**config.mk**
```make
export PLATFORM = sky130hd
export DESIGN_NAME = output_blink_sequencer
export DESIGN_NICKNAME = d
export VERILOG_FILES = /design/src/hw/rtl/obs_pkg.sv /design/src/hw/rtl/obs_step.sv /design/src/hw/rtl/output_blink_sequencer.sv
export SDC_FILE = /design/constraint.sdc
export NUM_CORES = 1
export LEC_CHECK = 0
export ABC_AREA = 0
export BUFFER_PORTS_ARGS = -buffer_cell sky130_fd_sc_hd__buf_4
export CAP_MARGIN = 20
export CELL_PAD_IN_SITES_DETAIL_PLACEMENT = 1
export CELL_PAD_IN_SITES_GLOBAL_PLACEMENT = 2
export CORE_ASPECT_RATIO = 0.9
export CORE_MARGIN = 5
export CORE_UTILIZATION = 41
export DETAILED_ROUTE_END_ITERATION = 8
export HOLD_SLACK_MARGIN = 0.06
export PLACE_DENSITY_LB_ADDON = 0.08
export SLEW_MARGIN = 0
export SYNTH_ARGS = -nofsm -noshare
export SYNTH_HDL_FRONTEND = slang
export SYNTH_SLANG_ARGS = --single-unit
```
**constraint.sdc**
```tcl
create_clock -name clk_i -period 13.1 [get_ports clk_i]
set_clock_uncertainty 0.2 [all_clocks]
set_input_delay 0.655 -clock clk_i [delete_from_list [all_inputs] [get_ports clk_i]]
set_output_delay 0.655 -clock clk_i [all_outputs]
set_load 0.01 [all_outputs]
```
**src/hw/rtl/obs_pkg.sv**
```systemverilog
// Package for the output blink sequencer: codes, state types and reset constants.
package obs_pkg;

  localparam int unsigned LevelW     = 8;
  localparam int unsigned PeriodW    = 16;
  localparam int unsigned OpW        = 3;
  localparam int unsigned TimeBitsDef = 16;
  localparam int unsigned InDataW    = 48;
  localparam int unsigned OutDataW   = 16;

  localparam logic [LevelW-1:0] OnValueRst = 8'd255;

  typedef enum logic [OpW-1:0] {
    OP_TICK  = 3'd0,
    OP_ON    = 3'd1,
    OP_OFF   = 3'd2,
    OP_VALUE = 3'd3,
    OP_BLINK = 3'd4,
    OP_PAUSE = 3'd5
  } op_e;

  typedef enum logic [2:0] {
    MODE_OFF   = 3'd0,
    MODE_ON    = 3'd1,
    MODE_VALUE = 3'd2,
    MODE_BLINK = 3'd3,
    MODE_PAUSE = 3'd4
  } mode_e;

  typedef struct packed {
    logic [OpW-1:0]     operation;
    logic [LevelW-1:0]  level;
    logic [LevelW-1:0]  pulse_target;
    logic [PeriodW-1:0] blink_period;
    logic [PeriodW-1:0] pause_period;
  } item_t;

  // Control part of the state; timers live apart since their width is a parameter.
  typedef struct packed {
    mode_e             mode;
    logic [LevelW-1:0] driven;
    logic [LevelW-1:0] reported;
    logic [LevelW-1:0] wanted;
    logic [LevelW-1:0] done;
  } ctl_t;

  localparam ctl_t CtlRst = '{
    mode:     MODE_OFF,
    driven:   '0,
    reported: '0,
    wanted:   '0,
    done:     '0
  };

endpackage

```
**src/hw/rtl/obs_step.sv**
```systemverilog
// Next-state and result logic for one item of the output blink sequencer.
module obs_step #(
  parameter int unsigned TIME_BITS = obs_pkg::TimeBitsDef
) (
  input  obs_pkg::item_t                   item_i,
  input  logic [obs_pkg::LevelW-1:0]       on_level_i,
  input  obs_pkg::ctl_t                    ctl_i,
  input  logic [TIME_BITS-1:0]             tog_int_i,
  input  logic [TIME_BITS-1:0]             pau_int_i,
  input  logic [TIME_BITS-1:0]             tog_ela_i,
  input  logic [TIME_BITS-1:0]             pau_ela_i,
  output obs_pkg::ctl_t                    ctl_o,
  output logic [TIME_BITS-1:0]             tog_int_o,
  output logic [TIME_BITS-1:0]             pau_int_o,
  output logic [TIME_BITS-1:0]             tog_ela_o,
  output logic [TIME_BITS-1:0]             pau_ela_o,
  output logic                             changed_o
);
  import obs_pkg::*;

  localparam int unsigned ExtW = (TIME_BITS > PeriodW) ? TIME_BITS : PeriodW;

  logic [ExtW-1:0]      bper_ext, pper_ext;
  logic [TIME_BITS-1:0] bper, pper;
  logic                 same_blink, same_pause;

  assign bper_ext = ExtW'(item_i.blink_period);
  assign pper_ext = ExtW'(item_i.pause_period);
  assign bper     = bper_ext[TIME_BITS-1:0];
  assign pper     = pper_ext[TIME_BITS-1:0];

  assign same_blink = (ctl_i.mode == MODE_BLINK) && (ctl_i.wanted == item_i.pulse_target)
                      && (tog_int_i == bper);
  assign same_pause = (ctl_i.mode == MODE_PAUSE) && (ctl_i.wanted == item_i.pulse_target)
                      && (tog_int_i == bper) && (pau_int_i == pper);

  always_comb begin
    logic [TIME_BITS-1:0] te, pe;
    logic                 busy;
    ctl_o     = ctl_i;
    tog_int_o = tog_int_i;
    pau_int_o = pau_int_i;
    tog_ela_o = tog_ela_i;
    pau_ela_o = pau_ela_i;
    changed_o = 1'b0;
    te   = (&tog_ela_i) ? tog_ela_i : tog_ela_i + 1'b1;
    pe   = (&pau_ela_i) ? pau_ela_i : pau_ela_i + 1'b1;
    busy = ctl_i.done < ctl_i.wanted;

    case (item_i.operation)
      OP_TICK: begin
        tog_ela_o = te;
        pau_ela_o = pe;
        case (ctl_i.mode)
          MODE_OFF: ctl_o.driven = '0;
          MODE_ON:  ctl_o.driven = on_level_i;
          MODE_BLINK: begin
            if (te >= tog_int_i) begin
              if (busy) begin
                if (ctl_i.driven == '0) begin
                  ctl_o.driven = on_level_i;
                  ctl_o.done   = ctl_i.done + 1'b1;
                end else begin
                  ctl_o.driven = '0;
                end
                tog_ela_o = '0;
              end else begin
                // group finished: park low and forget the request
                ctl_o.driven = '0;
                ctl_o.done   = '0;
                ctl_o.wanted = '0;
              end
            end
          end
          MODE_PAUSE: begin
            if ((pe >= pau_int_i) && (te >= tog_int_i)) begin
              if (busy) begin
                if (ctl_i.driven == '0) begin
                  ctl_o.driven = on_level_i;
                  ctl_o.done   = ctl_i.done + 1'b1;
                end else begin
                  ctl_o.driven = '0;
                end
              end else begin
                ctl_o.driven = '0;
                ctl_o.done   = '0;
                pau_ela_o    = '0;
              end
              tog_ela_o = '0;
            end
          end
          default: ;
        endcase
        changed_o      = ctl_o.driven != ctl_i.reported;
        ctl_o.reported = ctl_o.driven;
      end
      OP_ON:  ctl_o.mode = MODE_ON;
      OP_OFF: ctl_o.mode = MODE_OFF;
      OP_VALUE: begin
        ctl_o.driven = item_i.level;
        ctl_o.mode   = MODE_VALUE;
      end
      OP_BLINK: begin
        if (!same_blink) begin
          ctl_o.wanted = item_i.pulse_target;
          ctl_o.done   = '0;
          tog_int_o    = bper;
          tog_ela_o    = '1;
        end
        ctl_o.mode = MODE_BLINK;
      end
      OP_PAUSE: begin
        if (!same_pause) begin
          ctl_o.wanted = item_i.pulse_target;
          ctl_o.done   = '0;
          tog_int_o    = bper;
          tog_ela_o    = '1;
          pau_int_o    = pper;
          pau_ela_o    = '1;
        end
        ctl_o.mode = MODE_PAUSE;
      end
      default: ;
    endcase
  end

endmodule

```
**src/hw/rtl/output_blink_sequencer.sv**
```systemverilog
// Top level of the output blink sequencer: handshakes, state and result registers.
//
//   channel   dir  content
//   s_axis    in   tuser: operation; tdata: level, pulse_target, blink_period, pause_period
//   m_axis    out  tdata: port_level, level_changed
//   cfg       in   cfg_data_i: on level
//
// One item per cycle while m_axis is not stalled: an accepted transaction is
// captured in the input register, then the step logic updates the state and
// loads the result register. Result valid is registered there, so the output
// transaction comes after the input register and the result register in turn.
// A stalled result register holds the input register; the input side keeps
// accepting as long as the input register drains or is empty.
// Reset clears all state, the on level returns to 255.
module output_blink_sequencer #(
  parameter int unsigned TIME_BITS = obs_pkg::TimeBitsDef
) (
  input  logic                           clk_i,
  input  logic                           rst_ni,
  input  logic                           s_axis_tvalid,
  output logic                           s_axis_tready,
  // [7:0] level, [15:8] pulse_target, [31:16] blink_period, [47:32] pause_period
  input  logic [obs_pkg::InDataW-1:0]    s_axis_tdata,
  // [2:0] operation
  input  logic [obs_pkg::OpW-1:0]        s_axis_tuser,
  output logic                           m_axis_tvalid,
  input  logic                           m_axis_tready,
  // [7:0] port_level, [8] level_changed, [15:9] zero
  output logic [obs_pkg::OutDataW-1:0]   m_axis_tdata,
  input  logic                           cfg_valid_i,
  output logic                           cfg_ready_o,
  input  logic [obs_pkg::LevelW-1:0]     cfg_data_i
);
  import obs_pkg::*;

  logic                 in_valid_q;
  item_t                item_q;
  logic                 advance;

  logic [LevelW-1:0]    on_level_q;
  ctl_t                 ctl_q, ctl_d;
  logic [TIME_BITS-1:0] tog_int_q, tog_int_d, pau_int_q, pau_int_d;
  logic [TIME_BITS-1:0] tog_ela_q, tog_ela_d, pau_ela_q, pau_ela_d;
  logic                 changed_d;

  logic                 out_valid_q;
  logic [LevelW-1:0]    out_level_q;
  logic                 out_changed_q;

  assign advance       = in_valid_q && (!out_valid_q || m_axis_tready);
  assign s_axis_tready = !in_valid_q || advance;
  assign cfg_ready_o   = 1'b1;

  always_ff @(posedge clk_i or negedge rst_ni) begin
    if (!rst_ni) begin
      in_valid_q <= 1'b0;
    end else if (s_axis_tready) begin
      in_valid_q <= s_axis_tvalid;
    end
  end

  always_ff @(posedge clk_i) begin
    if (s_axis_tvalid && s_axis_tready) begin
      item_q.operation    <= s_axis_tuser;
      item_q.level        <= s_axis_tdata[7:0];
      item_q.pulse_target <= s_axis_tdata[15:8];
      item_q.blink_period <= s_axis_tdata[31:16];
      item_q.pause_period <= s_axis_tdata[47:32];
    end
  end

  obs_step #(
    .TIME_BITS(TIME_BITS)
  ) u_step (
    .item_i    (item_q),
    .on_level_i(on_level_q),
    .ctl_i     (ctl_q),
    .tog_int_i (tog_int_q),
    .pau_int_i (pau_int_q),
    .tog_ela_i (tog_ela_q),
    .pau_ela_i (pau_ela_q),
    .ctl_o     (ctl_d),
    .tog_int_o (tog_int_d),
    .pau_int_o (pau_int_d),
    .tog_ela_o (tog_ela_d),
    .pau_ela_o (pau_ela_d),
    .changed_o (changed_d)
  );

  always_ff @(posedge clk_i or negedge rst_ni) begin
    if (!rst_ni) begin
      on_level_q <= OnValueRst;
    end else if (cfg_valid_i) begin
      on_level_q <= cfg_data_i;
    end
  end

  always_ff @(posedge clk_i or negedge rst_ni) begin
    if (!rst_ni) begin
      ctl_q     <= CtlRst;
      tog_int_q <= '0;
      pau_int_q <= '0;
      tog_ela_q <= '0;
      pau_ela_q <= '0;
    end else if (advance) begin
      ctl_q     <= ctl_d;
      tog_int_q <= tog_int_d;
      pau_int_q <= pau_int_d;
      tog_ela_q <= tog_ela_d;
      pau_ela_q <= pau_ela_d;
    end
  end

  always_ff @(posedge clk_i or negedge rst_ni) begin
    if (!rst_ni) begin
      out_valid_q <= 1'b0;
    end else if (advance) begin
      out_valid_q <= 1'b1;
    end else if (m_axis_tready) begin
      out_valid_q <= 1'b0;
    end
  end

  always_ff @(posedge clk_i) begin
    if (advance) begin
      out_level_q   <= ctl_d.driven;
      out_changed_q <= changed_d;
    end
  end

  assign m_axis_tvalid = out_valid_q;
  assign m_axis_tdata  = {(OutDataW - LevelW - 1)'(0), out_changed_q, out_level_q};

endmodule
```
Yosys cells after proc, flatten, opt, wreduce, memory -nomap -nowiden

Index checks and enable logic that the tools add are counted.

$add $sub $neg: 3
Magnitude comparators: 3
Equal/unequal tests: 20
Muxes and demuxes: 36
Bitwise logic cells: 1
Reductions and logical operators: 30

Operators with widths:

| kind                  | count |
|---|---|
| $mux 16               | 15 |
| $pmux 16 s2           | 3 |
| $pmux 16 s3           | 2 |
| $mux 8                | 10 |
| $add 16x1->16 const B | 2 |
| $eq 16x16->1          | 2 |
| $ge 16x16->1          | 2 |
| $pmux 8 s2            | 2 |
| $pmux 8 s4            | 1 |
| $reduce_and 16->1     | 2 |
| $pmux 3 s5            | 1 |
| $reduce_and 7->1      | 2 |
| $eq 3x2->1 const B    | 3 |
| $eq 3x3->1 const B    | 3 |
| $add 8x1->8 const B   | 1 |
| $eq 8x8->1            | 1 |
| $logic_and 1x1->1     | 8 |
| $logic_not 8->1       | 1 |
| $lt 8x8->1            | 1 |
| $ne 8x8->1            | 1 |
| $reduce_and 4->1      | 2 |
| $eq 3x1->1 const B    | 2 |
| $logic_not 3->1       | 2 |
| $ne 2x2->1 const B    | 3 |
| 12 further kinds      | 21 |

Register bits after elaboration: 169
Input bits: 64
Output and inout bits: 19
Logic and storage cells: 112

Logic depth before layout (Yosys ltp)

Gate-level depths: netlist of the first run.

Depth after elaboration: 8
Depth in mapped cells: 25
Depth with buffers taken out: 20

Cells and area by module

A second synthesis of the first run with hierarchy kept.

Cells, all modules: 1044
Area, all modules: 11400.9 sq um

By module, submodules not included:

| module                 | instances | cells each | area an instance (sq um) | seq. area each (sq um) |
|---|---|---|---|---|
| output_blink_sequencer | 1         | 305        | 6458.7                   | 4539.4 |
| obs_step               | 1         | 739        | 4942.2                   | 0.0 |

Least setup slack after synthesis of the first run

No wires, ideal clock.

Kind: flip-flop to flip-flop
Start point: register pau_ela_q[3]
End point: register out_changed_q (data pin)
Library setup time: 0.265 ns
Data arrival time: 4.353 ns
Data required time: 12.635 ns
Slack: 8.281 ns
Cell stages (with the launch flop): 25
Buffers on the path: 4
Period minus slack after synthesis: 4.819 ns
Cells stage by stage: dfrtp_1 > buf_4 > nand4_1 > nor2_2 > and4_4 > nand4_1 > or2_1 > buf_6 > and3_1 > buf_6 > and4_4 > buf_6 > nand3_1 > xnor2_1 > ha_1 > nand2_1 > nor4_1 > o311ai_0 > and3_1 > or3_1 > o22ai_2 > a22oi_1 > xnor2_1 > nor4_1 > a21oi_1

Word-level cells in the longest chain between the ends: 8
Elaborated cells on any way between the ends: 9
Classes of those cells: 1 x add/sub; 1 x order compare; 1 x eq/ne; 4 x mux; 2 x reduce/logical

Ends and longest elaborated chain:

| what                                               | line                          | source |
|---|---|---|
| from (decl)                                        | output_blink_sequencer.sv:43  | `logic [TIME_BITS-1:0] tog_ela_q, tog_ela_d, pau_ela_q, pau_ela_d;` |
| from (signal assigned)                             | output_blink_sequencer.sv:110 | `pau_ela_q <= pau_ela_d;` |
| $add 16x1->16 or $reduce_and 16->1 (tied branches) | obs_step.sv:47                | `pe = (&pau_ela_i) ? pau_ela_i : pau_ela_i + 1'b1;` |
| $mux 16 *                                          | obs_step.sv:47                |  |
| $ge 16x16->1 *                                     | obs_step.sv:76                | `if ((pe >= pau_int_i) && (te >= tog_int_i)) begin` |
| $logic_and 1x1->1 *                                | obs_step.sv:76                |  |
| $mux 8 *                                           | obs_step.sv:76                |  |
| $pmux 8 s4 *                                       | obs_step.sv:54                | `case (ctl_i.mode)` |
| $mux 8 *                                           | obs_step.sv:50                | `case (item_i.operation)` |
| $ne 8x8->1 *                                       | obs_step.sv:94                | `changed_o = ctl_o.driven != ctl_i.reported;` |
| to (signal assigned)                               | output_blink_sequencer.sv:127 | `out_changed_q <= changed_d;` |
| to (decl)                                          | output_blink_sequencer.sv:48  | `logic out_changed_q;` |

Every way passes the cells marked *; elsewhere a longest branch is shown, timed or not. The select of a mux whose other input is x is not followed.
A chain may end at the register's enable or synchronous reset.

Worst setup path after layout of the first run

Start point: register tog_ela_q[6]
End point: register out_changed_q (data pin)

Word-level cells in the longest chain between the ends: 8
Elaborated cells on any way between the ends: 10
Classes of those cells: 1 x add/sub; 1 x order compare; 1 x eq/ne; 5 x mux; 2 x reduce/logical

Ends and longest elaborated chain:

| what                                               | line                           | source |
|---|---|---|
| from (decl)                                        | output_blink_sequencer.sv:43   |  |
| from (signal assigned)                             | output_blink_sequencer.sv:109  | `tog_ela_q <= tog_ela_d;` |
| $add 16x1->16 or $reduce_and 16->1 (tied branches) | obs_step.sv:46                 | `te = (&tog_ela_i) ? tog_ela_i : tog_ela_i + 1'b1;` |
| $mux 16 *                                          | obs_step.sv:46                 |  |
| $ge 16x16->1 *                                     | obs_step.sv:58, obs_step.sv:76 |  |
| $logic_and 1x1->1                                  | obs_step.sv:76                 |  |
| $mux 8                                             | obs_step.sv:76                 |  |
| $pmux 8 s4 *                                       | obs_step.sv:54                 |  |
| $mux 8 *                                           | obs_step.sv:50                 |  |
| $ne 8x8->1 *                                       | obs_step.sv:94                 |  |

Marks and branches as above.

==> impl_metrics.ini, run 1 <==
[route]
wl_met1_um = 10800
drc_errors = 0
routed-wl-met2_um = 11600
dr.max_layer_used = met4
vias_per_cell = 5.38
wl_um = 23500
via_count = 6823
routed-wl-met3_um = 753
dr.pass1.iters = 4
wl_per_cell_um = 18.5
drt_iter0_drc = 305
ant_nets = 0

[clock_network]
cts_resized = 0
clkLatencyLatePin_ns = 0.45
cts_root_buffer = clkbuf_16
htreeDepth = 4
cts-buffers-inserted = 17
clk_pin_slew_ns = 0.08
cts_tree = built
clock_path_buffers = 2
cts_hold_buffers = 1
postCtsSetupRepairBufs = 0
cts.sinks = 169

[global_route]
grtUsageTotal_pct = 19.7
grt_max_degree = 67
grt_antenna_before_repair = 0
grt_pass1_wl_um = 38100
grt_pass1_vias = 7373
overflow = 0

[cells_and_area]
nNetsFinal = 1071
antenna-diode-count = 0
layout.cells.non_filler = 1269
syn2layout_area_growth_pct = 15.4
fillCellCount = 2441
drive_gt1_share_pct = 14.7

[die]
initial_core_util_pct = 41.4
die-area_um2 = 24800
rows = 51
dieHeight_um = 150
dieWidth_um = 165
ioPinCount = 83
core_um2 = 21500

[critical_path]
cp.arrival_ns = 5.73
crit_required_ns = 13.09
crit_top_cell = nor2_1
end_kind = flip-flop
crit_slowest_cell = a211oi_1
cpPeakStageDelay_ns = 0.65
startpoint_type = flip-flop
path_class = flip-flop to flip-flop
path_cells = nand4_1 > nor4_2 > nand3_1 > nand2b_1 > nor2_1 > xor2_1 > ha_1 > and2_1 > a221oi_1 > o21ai_0 > a211oi_1 > o22ai_1 > nor2_1 > a22oi_1 > xnor2_1 > nor4_1 > a21oi_1
cp_max_fo = 8

[sta]
setup_viol = 0
fin_ws_ns = 7.35
hold_viol = 0
worstMarginPinSlew_ns = 1.12
whs_ns = 0.178
drv_slew = 0
final.setup.tns_ns = 0
relSlewSlack_pct = 25.3
rsz0062_at_grt = false
min_period_over_period_pct = 43.9
fmax_mhz = 174
min_period_ns = 5.75

[power]
combPwrFrac_pct = 45.5
p_leak_nw = 4.20
vdd_ir_drop_max_mv = 0.0709
swShare_pct = 42.1
pwr-share-clk_pct = 21.3
power_density_nw_per_um2 = 234
p_sw_mw = 1.01
p_int_mw = 1.40
p_seq_share_pct = 33.2

[synthesis]
ys_types = 59
synth-seq-cells = 169
synth_enable_flop_cells = 60
ys_warn_count = 0
ys_seq_area_share_pct = 51.0
synth-async-reset-ratio_pct = 64.5
synthFlopType = dfrtp_1
syn-mean-instance-area_um2 = 9.87
synth_area_um2 = 8900
syn_inst = 902

[status]
status = completed

[placed_design]
dpl.hpwl_um = 16900
gp_congestion = 0.793
io_buffers = 74
place_ws_ns = 7.43
post-place-cells = 1236

[hold_path]
hp-class = input pin to flip-flop

[run]
max-cap-violations = 0
## final timing paths
check	endpoint	slack [ns]	cells after the start	from
worst max-delay path	out_changed_q	7.35	17	tog_ela_q[6]
worst min-delay path	item_q[14]	0.18	1	s_axis_tdata[46]
worst max register to register	out_changed_q	7.35	17	tog_ela_q[6]
worst min register to register	m_axis_tvalid	0.31	1	in_valid_q
max in group asynchronous	pau_int_q[11]	10.79	3	rst_ni
min in group asynchronous	ctl_q[12]	0.56	2	rst_ni
## synth_stat cells (3+ instances only)
cell	instances	area (µm²)
a211oi_1	3	22.5
a21o_1	7	52.6
a21oi_1	62	310
a22oi_1	8	60.1
a31oi_1	8	50.1
a41oi_1	3	26.3
and2_1	4	25.0
and3_1	9	56.3
buf_4	10	75.1
buf_6	3	33.8
clkbuf_1	26	97.6
dfrtp_1	101	2530
dfstp_2	8	210
edfxtp_1	60	1800
ha_1	42	526
inv_1	50	188
mux2_2	10	113
nand2_1	134	503
nand2b_1	6	37.5
nand3_1	24	120
nand4_1	17	106
nor2_1	65	244
nor2b_1	4	25.0
nor3_1	6	30.0
nor4_1	7	43.8
o21a_1	9	67.6
o21ai_0	73	365
o22a_1	17	149
o22ai_1	13	81.3
or4_1	3	22.5
xnor2_1	66	578
xor2_1	9	78.8
## flip-flops by register name, summed over array words and instances (netlist names)
signal,count
on_level_q,8
out_changed_q,1
out_level_q,8
m_axis_tvalid,1
pau_ela_q,16
ctl_q,35
item_q,51
tog_int_q,16
in_valid_q,1
tog_ela_q,16
pau_int_q,16
## power groups by stage
stage	combinational, mW	clock (mW)	sequential (mW)
after global placement	1.04	0	0.796
after floorplan	0.833	0	0.765
after CTS	1.11	0.526	0.797
final	1.10	0.514	0.799
after global routing	1.25	0.547	0.816
after detailed placement	1.08	0	0.806
## cell type report
class                           count  area [µm²]  area share (%)
Tap cell                          291         364            3.54
Multi-Input combinational cell    646        3980            38.7
Clock inverter                     14         151            1.47
Timing Repair Buffer               80         603            5.87
Inverter                           51         191            1.86
Clock buffer                       18         450            4.38
Sequential cell                   169        4540            44.2
## through the flow
stage                     cell area (µm²)  total power [mW]  util [%]
final                               10300              2.41      47.8
after global routing                10300              2.61      47.8
after CTS                           10300              2.43      47.8
after detailed placement             9660              1.89      44.9
after global placement               9660              1.83      44.9
after floorplan                      8930              1.60         -
## cells by family (layout without fill, tap and decap cells)
kind of cell / count (synthesis) / after routing / synth area share, %
other: 2 / 8 / 0.0843
adder cells (fa/ha/maj): 42 / 42 / 5.90
multiplexers: 11 / 11 / 1.38
buffers and inverters: 93 / 163 / 4.75
AO/OA/AOI/OAI: 216 / 216 / 14.6
AND/OR/NAND/NOR: 294 / 294 / 15.0
XOR/XNOR: 75 / 75 / 7.38
flip-flops: 169 / 169 / 51.0
## cell usage in the layout, fill, tap and decap left out, types with 10 or more instances in the layout
cell       instances
dfrtp_1          101
o21ai_0           73
nand3_1           24
edfxtp_1          60
o22ai_1           13
inv_1             50
o22a_1            17
a21oi_1           62
nand2_1          133
nor2_1            64
xnor2_1           66
clkbuf_16         18
ha_1              42
mux2_2            10
nand4_1           17
buf_4             79
## worst max-delay path: cells and delay by family, from the launching register on
| family | cells | cell delay [ns] |
|---|---|---|
| flip-flops | 1 | 0.46 |
| AO/OA/AOI/OAI | 6 | 1.59 |
| adder cells (fa/ha/maj) | 1 | 0.30 |
| XOR/XNOR | 2 | 0.33 |
| AND/OR/NAND/NOR | 8 | 2.60 |
## per-layer routing
metal	track usage [%]	vias up
met5	0	-
met4	5.48	0
met3	3.66	30
met2	33.3	111
met1	25.9	3406
li1	-	3276
(Power assumes the default switching activity.)
==> run 2, diff against run 1 <==
Settings changed: CORE_UTILIZATION 41 to 35.
Clock period 13.1 ns to 5.1 ns, I/O delays scaled along.
==> impl_metrics.ini, run 2 (synthesis gave the netlist of run 1 again) <==
[global_route]
grt_pass1_wl_um = 40800
grtUsageMet2_pct = 31.0
overflow = 0
top_usage_layer = met2
grt_max_degree = 64
met1_usage_pct = 22.8
grt_pass1_vias = 7776
grt_antenna_before_repair = 0
grtUsageTotal_pct = 17.8
met3_usage_pct = 3.25

[route]
drc_errors = 0
dr.pass1.iters = 4
wl_um = 25000
drt_iter0_drc = 299
via_count = 7106
wl_per_cell_um = 17.7
ant_nets = 0
vias_per_cell = 5.04

[power]
combPwrFrac_pct = 46.9
pwr-share-clk_pct = 20.9
vdd_ir_drop_max_mv = 0.229
p_sw_mw = 2.59
p_leak_nw = 4.59
power_density_nw_per_um2 = 567
p_int_mw = 3.80
swShare_pct = 40.5
p_seq_share_pct = 32.2

[die]
rows = 55
dieWidth_um = 178
core_um2 = 25100
die-area_um2 = 28700
ioPinCount = 83
initial_core_util_pct = 35.5
dieHeight_um = 161

[clock_network]
clk_pin_slew_ns = 0.07
cts_tree = built
cts.sinks = 169
clock_path_buffers = 2
clkLatencyLatePin_ns = 0.43
cts-buffers-inserted = 17
cts_root_buffer = clkbuf_16
htreeDepth = 4

[critical_path]
worst-r2r-setup-slack_ns = 0.28
path_cells = nand4_1 > nor2_2 > and4_4 > nand4_1 > or2_1 > and3_2 > and4_4 > nand3_1 > xnor2_1 > ha_1 > nand2_1 > nor4_2 > o311ai_1 > and3_1 > or3_4 > o22ai_4 > buf_12 > a22oi_2 > xnor2_1 > nor4_1 > a21oi_1
startpoint_type = flip-flop
end_kind = flip-flop
path_class = flip-flop to flip-flop
cp_num_buf_inv = 1
path_delay_family = simple AND/OR/NAND/NOR gates
rr_worst_depth = 21
r2r_start = pau_ela_q[4]
cp_max_fo = 8
cp.arrival_ns = 4.79
cpPeakStageDelay_ns = 0.42
crit_required_ns = 5.07
reg2reg_to = out_changed_q
crit_slowest_cell = dfrtp_2

[sta]
final.setup.tns_ns = 0
hold_viol = 0
min_period_over_period_pct = 94.6
worstMarginPinSlew_ns = 1.05
relSlewSlack_pct = 30.1
fin_ws_ns = 0.278
min_period_ns = 4.82
setup_viol = 0
drv_slew = 0
fmax_mhz = 207

[placed_design]
place_ws_ns = -0.0839
gp_congestion = 0.820
dpl.hpwl_um = 17600
place_area_um2 = 9860
io_buffers = 74
post-place-cells = 1305

[cells_and_area]
reg_top3 = item_q x51, ctl_q x35
finish.instance_area_um2 = 11300
largest_reg_flops = 51
multiInputGateArea_um2 = 4050
layout_common_cells = 133 x nand2_1, 98 x dfrtp_1, 97 x buf_4
layout.cells.non_filler = 1409
drive_gt1_share_pct = 16.5
max_flop_register = item_q
antenna-diode-count = 0
fillCellCount = 2810
syn2layout_area_growth_pct = 26.5
mostFrequentLayoutCell = nand2_1
nNetsFinal = 1160
seq_area_um2 = 4540

[run]
max-cap-violations = 0

[status]
status = completed

[hold_path]
hp-class = input pin to async pin
run 2: worst max path at each step:
| stage | from | endpoint | slack [ns] | depth (start not counted) |
|---|---|---|---|---|
| global route | pau_ela_q[4] | out_changed_q | -0.004 | 21 |
| global placement | pau_ela_q[6] | out_changed_q | 0.10 | 20 |
| CTS | pau_ela_q[6] | out_changed_q | 0.08 | 20 |
| finish | pau_ela_q[4] | out_changed_q | 0.28 | 21 |
| floorplan | pau_ela_q[3] | out_changed_q | 0.28 | 24 |
| detailed placement | pau_ela_q[4] | out_changed_q | -0.08 | 20 |
run 2: timing repair:
| action | 4_1_cts | 5_1_grt |
|---|---|---|
| endpoints found under the setup margin | 1 | 11 |
| hold endpoints to repair | 115 | 0 |
| resized for setup | 4 | 15 |
| hold buffers | 71 | 0 |
| pin swaps | 1 | 3 |
| buffers inserted | 0 | 1 |
run 2: layout make-up:
class / instances / area share [%]
well taps: 342 / 3.80
flip-flops and latches: 169 / 40.3
repair buffers: 169 / 13.0
clock buffers: 17 / 3.78
clock inverters: 15 / 1.43
multi-input cells: 646 / 36.0
inverters: 51 / 1.70
run 2: layer usage:
metal,share of wire [%],vias up
met5,0,-
met4,1.5,0
met3,2.7,23
met2,50,101
met1,46,3533
li1,-,3449
run 2: worst register-to-register path, delay by kind of cell, from the launching register on:
| family | cells | cell delay, ns |
|---|---|---|
| AND/OR/NAND/NOR | 13 | 2.77 |
| AO/OA/AOI/OAI | 4 | 0.51 |
| flip-flops | 1 | 0.42 |
| XOR/XNOR | 2 | 0.22 |
| adder cells (fa/ha/maj) | 1 | 0.28 |
| buffers and inverters | 1 | 0.16 |
run 2: power by group through the flow:
stage,Sequential (mW),Clock (mW),Combinational (mW)
final,2.06,1.33,2.99
after global routing,2.10,1.43,3.42
after detailed placement,2.07,0,2.90
after CTS,2.05,1.37,2.98
after global placement,2.05,0,2.78
after floorplan,1.97,0,2.14
run 2: stage by stage:
step	utilization [%]	hold slack [ns]	power (mW)
final	44.8	0.283	6.38
after global routing	44.8	0.308	6.95
after CTS	44.5	0.309	6.40
after detailed placement	39.3	0.234	4.97
after global placement	39.3	0.230	4.83
after floorplan	-	-0.241	4.10
